### config.mk
export PLATFORM = sky130hd
export DESIGN_NAME = pip_edge_unit
export DESIGN_NICKNAME = d
export VERILOG_FILES = /design/src/rtl/core/pip_pkg.sv /design/src/rtl/core/pip_edge_unit.sv
export SDC_FILE = /design/constraint.sdc
export NUM_CORES = 2
export LEC_CHECK = 0
export ABC_AREA = 1
export BUFFER_PORTS_ARGS = -buffer_cell sky130_fd_sc_hd__buf_4
export CAP_MARGIN = 20
export CORE_MARGIN = 2
export CORE_UTILIZATION = 37
export CTS_CLUSTER_DIAMETER = 120
export CTS_CLUSTER_SIZE = 12
export DETAILED_ROUTE_END_ITERATION = 12
export GPL_TIMING_DRIVEN = 0
export PLACE_DENSITY = 0.52
export SLEW_MARGIN = 25
export SYNTH_ARGS = -nofsm -noshare
export SYNTH_HDL_FRONTEND = slang
export SYNTH_SLANG_ARGS = --single-unit
### constraint.sdc
create_clock -name clk -period 8.65 [get_ports clk]
set_clock_uncertainty 0.05 [all_clocks]
set_input_delay 1.73 -clock clk [delete_from_list [all_inputs] [get_ports clk]]
set_output_delay 1.73 -clock clk [all_outputs]
set_load 0.05 [all_outputs]
### src/rtl/core/pip_pkg.sv
`timescale 1ns / 1ps
`default_nettype none

package pip_pkg;

  localparam int PIP_COORD_W   = 24;
  localparam int PIP_MAX_VERTS = 1024;
  localparam int PIP_ADDR_W    = $clog2(PIP_MAX_VERTS);
  localparam int PIP_CNT_W     = PIP_ADDR_W + 1;
  localparam int PIP_MIN_VERTS = 3;
  localparam int PIP_DIFF_W    = PIP_COORD_W + 1;
  localparam int PIP_PROD_W    = 2 * PIP_DIFF_W;

  // request kinds carried on in_tuser
  localparam logic PIP_REQ_WRITE = 1'b0;
  localparam logic PIP_REQ_QUERY = 1'b1;

  typedef logic signed [PIP_COORD_W-1:0] coord_t;
  typedef logic signed [PIP_DIFF_W-1:0]  diff_t;
  typedef logic signed [PIP_PROD_W-1:0]  prod_t;

  // one edge handed to the evaluation pipeline
  typedef struct packed {
    logic   vld;
    coord_t ax;
    coord_t ay;
    coord_t bx;
    coord_t by;
  } edge_req_t;

  // status back from the evaluation pipeline
  typedef struct packed {
    logic busy;
    logic toggle;
  } edge_stat_t;

endpackage

`default_nettype wire

### src/rtl/core/pip_edge_unit.sv
`timescale 1ns / 1ps
`default_nettype none

module pip_edge_unit
  import pip_pkg::*;
(
  input  wire logic       clk,
  input  wire logic       rst_n,
  input  wire coord_t     px,
  input  wire coord_t     py,
  input  wire edge_req_t  req,
  output edge_stat_t      stat
);

  // stage 1: order the ends by x, span test and differences
  coord_t ax, ay, bx, by;
  coord_t lox, loy, hix, hiy;
  logic   swap;
  logic   s1_vld_r, s1_vld_nxt;
  diff_t  s1_dyl_r, s1_dx_r, s1_dyr_r, s1_dxp_r;

  always_comb begin
    ax   = req.ax;
    ay   = req.ay;
    bx   = req.bx;
    by   = req.by;
    swap = ax > bx;
    lox  = swap ? bx : ax;
    loy  = swap ? by : ay;
    hix  = swap ? ax : bx;
    hiy  = swap ? ay : by;
    s1_vld_nxt = req.vld && (px >= lox) && (px < hix);
  end

  always_ff @(posedge clk) begin
    s1_dyl_r <= diff_t'(py) - diff_t'(loy);
    s1_dx_r  <= diff_t'(hix) - diff_t'(lox);
    s1_dyr_r <= diff_t'(hiy) - diff_t'(loy);
    s1_dxp_r <= diff_t'(px) - diff_t'(lox);
  end

  // stage 2: both cross products
  logic  s2_vld_r;
  prod_t s2_pl_r, s2_pr_r;

  always_ff @(posedge clk) begin
    s2_pl_r <= prod_t'(s1_dyl_r) * prod_t'(s1_dx_r);
    s2_pr_r <= prod_t'(s1_dyr_r) * prod_t'(s1_dxp_r);
  end

  // stage 3: point below the edge line toggles parity
  logic s3_tgl_r;

  always_ff @(posedge clk) begin
    if (!rst_n) begin
      s1_vld_r <= 1'b0;
      s2_vld_r <= 1'b0;
      s3_tgl_r <= 1'b0;
    end else begin
      s1_vld_r <= s1_vld_nxt;
      s2_vld_r <= s1_vld_r;
      s3_tgl_r <= s2_vld_r && (s2_pl_r < s2_pr_r);
    end
  end

  assign stat.busy   = s1_vld_r || s2_vld_r || s3_tgl_r;
  assign stat.toggle = s3_tgl_r;

endmodule

`default_nettype wire
; After elaboration in Yosys (flattened, before gate mapping)
; Index checks and enable logic that the tools add are counted.
[word_totals]
register_bits = 203
output_inout_bits = 2
word_cells = 28
[classes]
multipliers = 2
muxes = 4
magnitude_cmp = 4
reduce_logical = 5
n_addsub = 4
[ops]
columns = cell, n
row1 = $mul A25 B25 Y50, 2
row2 = $sub A24 B24 Y25, 4
row3 = $mux W24, 4
row4 = $lt A50 B50 Y1, 1
row5 = $ge A24 B24 Y1, 1
row6 = $gt A24 B24 Y1, 1
row7 = $lt A24 B24 Y1, 1
row8 = $logic_and A1 B1 Y1, 3
row9 = $logic_or A1 B1 Y1, 2

; Logic depth before layout (Yosys ltp)
[logic_depth]
depth_word = 5
mapped_depth = 33
depth_no_buf = 31

; Least setup slack after synthesis
; OpenSTA, ideal clock, no wires.
[synth_timing]
path_type = flip-flop to flip-flop
startpoint = reg s1_dyl_r[24]
endpoint = reg s2_pl_r[47]
arrival_time_ps = 6503
period_less_slack_ps = 6677
setup_slack_ps = 1973
n_path_buf = 2
setup_time_ps = 123
path_stages_with_launch = 21
path_cell_list = dfxtp_1 -> clkbuf_1 -> clkbuf_1 -> nand2_1 -> inv_1 -> fa_1 -> fa_1 -> inv_1 -> fa_1 -> inv_1 -> fa_1 -> fa_1 -> fa_1 -> fa_1 -> ha_1 -> nand2_1 -> nor2_1 -> nand2_1 -> o41ai_1 -> a21oi_1 -> xor2_1
[synth_between]
elab_chain_cells = 1
[synth_rtl]
columns = item, line
row1 = from (decl), pip_edge_unit.sv:20  ; diff_t s1_dyl_r, s1_dx_r, s1_dyr_r, s1_dxp_r;
row2 = from (signal assigned), pip_edge_unit.sv:36  ; s1_dyl_r <= diff_t'(py) - diff_t'(loy);
row3 = $mul A25 B25 Y50, pip_edge_unit.sv:47  ; s2_pl_r <= prod_t'(s1_dyl_r) * prod_t'(s1_dx_r);
row4 = to (signal assigned), pip_edge_unit.sv:47
row5 = to (decl), pip_edge_unit.sv:44  ; prod_t s2_pl_r, s2_pr_r;
; Every way passes these cells.
; A chain may end at the register's enable or synchronous reset.

; Final worst setup path
[layout_timing]
startpoint = reg s1_dxp_r[21]
endpoint = reg s2_pr_r[46]
[layout_between]
elab_chain_cells = 1
[layout_rtl]
columns = item, line
row1 = from (decl), pip_edge_unit.sv:20
row2 = from (signal assigned), pip_edge_unit.sv:39  ; s1_dxp_r <= diff_t'(px) - diff_t'(lox);
row3 = $mul A25 B25 Y50, pip_edge_unit.sv:48  ; s2_pr_r <= prod_t'(s1_dyr_r) * prod_t'(s1_dxp_r);
row4 = to (signal assigned), pip_edge_unit.sv:48
row5 = to (decl), pip_edge_unit.sv:44
; Every way passes these cells.

==> qor.txt <==
DPL Wire Length - 188 mm
register area share after synthesis - 6.82%
Peak Freq - 118 MHz
final cell count without fillers - 9,955
Rows - 147
worst reg2reg path depth - 25
Tmin final - 8500 ps
Fillers - 16.9k
clk sinks - 203
CTS Buf Count - 20
Initial DRT Pass Iterations - 7
Async SR Flop Fraction - 0%
Ys Warns - 0
H-tree Lvls - 1
Synth Register Bits - 203
vias in the first global route - 51.0k
Syn Nets - 9,523
Antenna Nets Post-Route - 0
DRC viols - 0
post-CTS setup buffers - 0
Mean Syn Cell Area - 7.81 um2
Initial Util - 37.2%
HP Class - reg -> reg
pins over their slew limit - 0
via count - 48.4k
Cell Area, Synth - 59,600 um2
initial antenna violation count - 34
R2R setup slack - 150 ps
DR vias/cell - 4.86
Req. time, crit path - 9060 ps
Inst Count DP - 9,938
number of port buffers - 148
Max-Cap Viols - 0
clock latency on the worst-skew pair - 560 ps
io pins - 149
final hold violations - 0
GRT Total Usage - 26.8%
most frequent cells after synthesis - 2,260 x inv_1, 1,895 x nand2_1, 1,318 x fa_1
root buf cell - clkbuf_16
RR Endpoint - s2_pr_r[46]$_DFF_P_
worst min-delay path startpoint - s2_vld_r$_SDFF_PN0_
Hold Path Cell Cnt - 2
outcome - complete, no violations
first-pass GRT wire length - 323 mm
Yosys top cell area share - 44.3%
EDFF count, synth - 0
prevailing post-synth register cell - dfxtp_1
hold-fix buffer count after cts - 0
Core Box Area - 160,000 um2
final-report setup violation count - 0
crit path capture type - register
largest net degree at the start of global routing - 13
measured slew at the worst slew-check pin - 1090 ps
cell with the most instances after synthesis - inv_1
WS Path Type - reg -> reg
gr ovfl total - 0
die height - 405 um
CTS clk-pin slew, worst paths - 70 ps
WL final - 214 mm
drt wl/cell - 21.5 um
Yosys cell types - 45
most area-consuming cells after synthesis - fa_1 44%, inv_1 14%, nand2_1 12%, ha_1 9.0%, dfxtp_1 6.8%
post-CTS resize count - 17
Iter 0 DRT Violations - 3,775
Reg2Reg Launch Point - s1_dxp_r[21]$_DFF_P_
Hold Path End - s3_tgl_r$_SDFF_PN0_
Sequential Area - 4070 um2
share of cells above drive strength 1 - 3.91%
TritonCTS clock tree - yes
RD Place Congestion - 0.973
RSZ-0062 raised after global routing - yes
Slew HR - 27.2%
cell accounting for the most synthesized area - fa_1
fin crit share - 98.2%
clock buffer depth - 3
critical path startpoint category - register
Die X - 405 um
final net count - 9,686
CP max FO - 10
Worst EP arrival - 8910 ps
multi-input logic area - 45,800 um2
Layout Area Growth over Synthesis - 7.35%
Die ar. - 164,000 um2
Synth Instances - 7,629
==> flip-flops by register name (all words and copies together) (netlist names) <==
register,flops
s1_dyl_r,25
s2_vld_r,1
s2_pl_r,50
s1_dxp_r,25
s1_dx_r,25
s2_pr_r,50
s3_tgl_r,1
s1_dyr_r,25
s1_vld_r,1
==> layout by cell type (no fill, tap or decap), drive strengths merged, types with 143 or more instances in the layout <==
master / count
a21oi: 232
ha: 429
clkbuf: 310
nand2: 1898
nor2: 251
dfxtp: 203
nand3: 143
inv: 2274
buf: 165
o21ai: 160
fa: 1318
==> per-layer routing <==
metal	wire length, um	vias up	track usage [%]	share of wire (%)
li1	-	22017	-	-
met1	95200	24529	38.2	44
met2	95400	1546	42.1	45
met3	17100	249	4.87	8.0
met4	6040	32	6.13	2.8
met5	192	-	0	0.090
==> layout make-up <==
type | count | area share, %
antenna | 3 | 0.0117
buffer | 305 | 1.97
multi-input combinational | 4839 | 71.5
clock inverter | 1 | 0.0254
clock buffer | 21 | 0.788
sequential | 203 | 6.36
inverter | 2274 | 13.3
timing repair buffer | 149 | 1.76
tap | 2160 | 4.22
==> worst max-delay path by stage <==
stage	startpoint	end	slack, ps	cells past startpoint
6_report	s1_dxp_r[21]$_DFF_P_	s2_pr_r[46]$_DFF_P_	150	25
5_1_grt	s1_dyr_r[22]$_DFF_P_	s2_pr_r[46]$_DFF_P_	-150	27
4_1_cts	s1_dxp_r[9]$_DFF_P_	s2_pr_r[46]$_DFF_P_	6	27
3_5_place_dp	s1_dxp_r[2]$_DFF_P_	s2_pr_r[46]$_DFF_P_	-310	25
3_3_place_gp	s1_dxp_r[2]$_DFF_P_	s2_pr_r[46]$_DFF_P_	-270	25
2_1_floorplan	s1_dyl_r[24]$_DFF_P_	s2_pl_r[47]$_DFF_P_	1970	20
==> logic make-up after synthesis <==
family | share of synthesized area (%)
DFF | 6.82
xor gates and xnor gates | 2.76
buffers and inverters | 16.4
muxes | 0.0336
AOI/OAI and AO/OA | 4.80
adders and majority gates | 53.3
and+or+nand+nor | 15.9
==> critical path, stage by stage, from the launching register on <==
cell,delay (ps)
dfxtp_1,340
clkbuf_1,570
clkbuf_1,780
nand2_1,150
fa_1,510
inv_1,50
fa_1,570
fa_1,440
fa_1,540
fa_1,450
fa_1,500
inv_1,60
fa_1,590
inv_1,70
ha_1,380
nand2_1,100
nor2_1,130
inv_1,80
nor3_1,290
nand3_1,120
o21ai_1,440
nand2_1,190
o31ai_1,500
nand3_1,140
o211ai_1,130
xor2_1,200
==> through the flow <==
stage	setup TNS, ps	worst slack, ps	hold WS [ps]	area, um2	utilization (%)
2_1_floorplan	0	1970	352	59600	-
3_3_place_gp	-466	-267	376	63400	39.6
3_5_place_dp	-613	-315	371	63400	39.6
4_1_cts	0	5.65	380	64000	39.9
5_1_grt	-148	-148	407	64000	39.9
6_report	0	152	372	64000	39.9
Power is not shown: default switching activity piles up to over one toggle a cycle in this logic, so the estimate is an artifact.
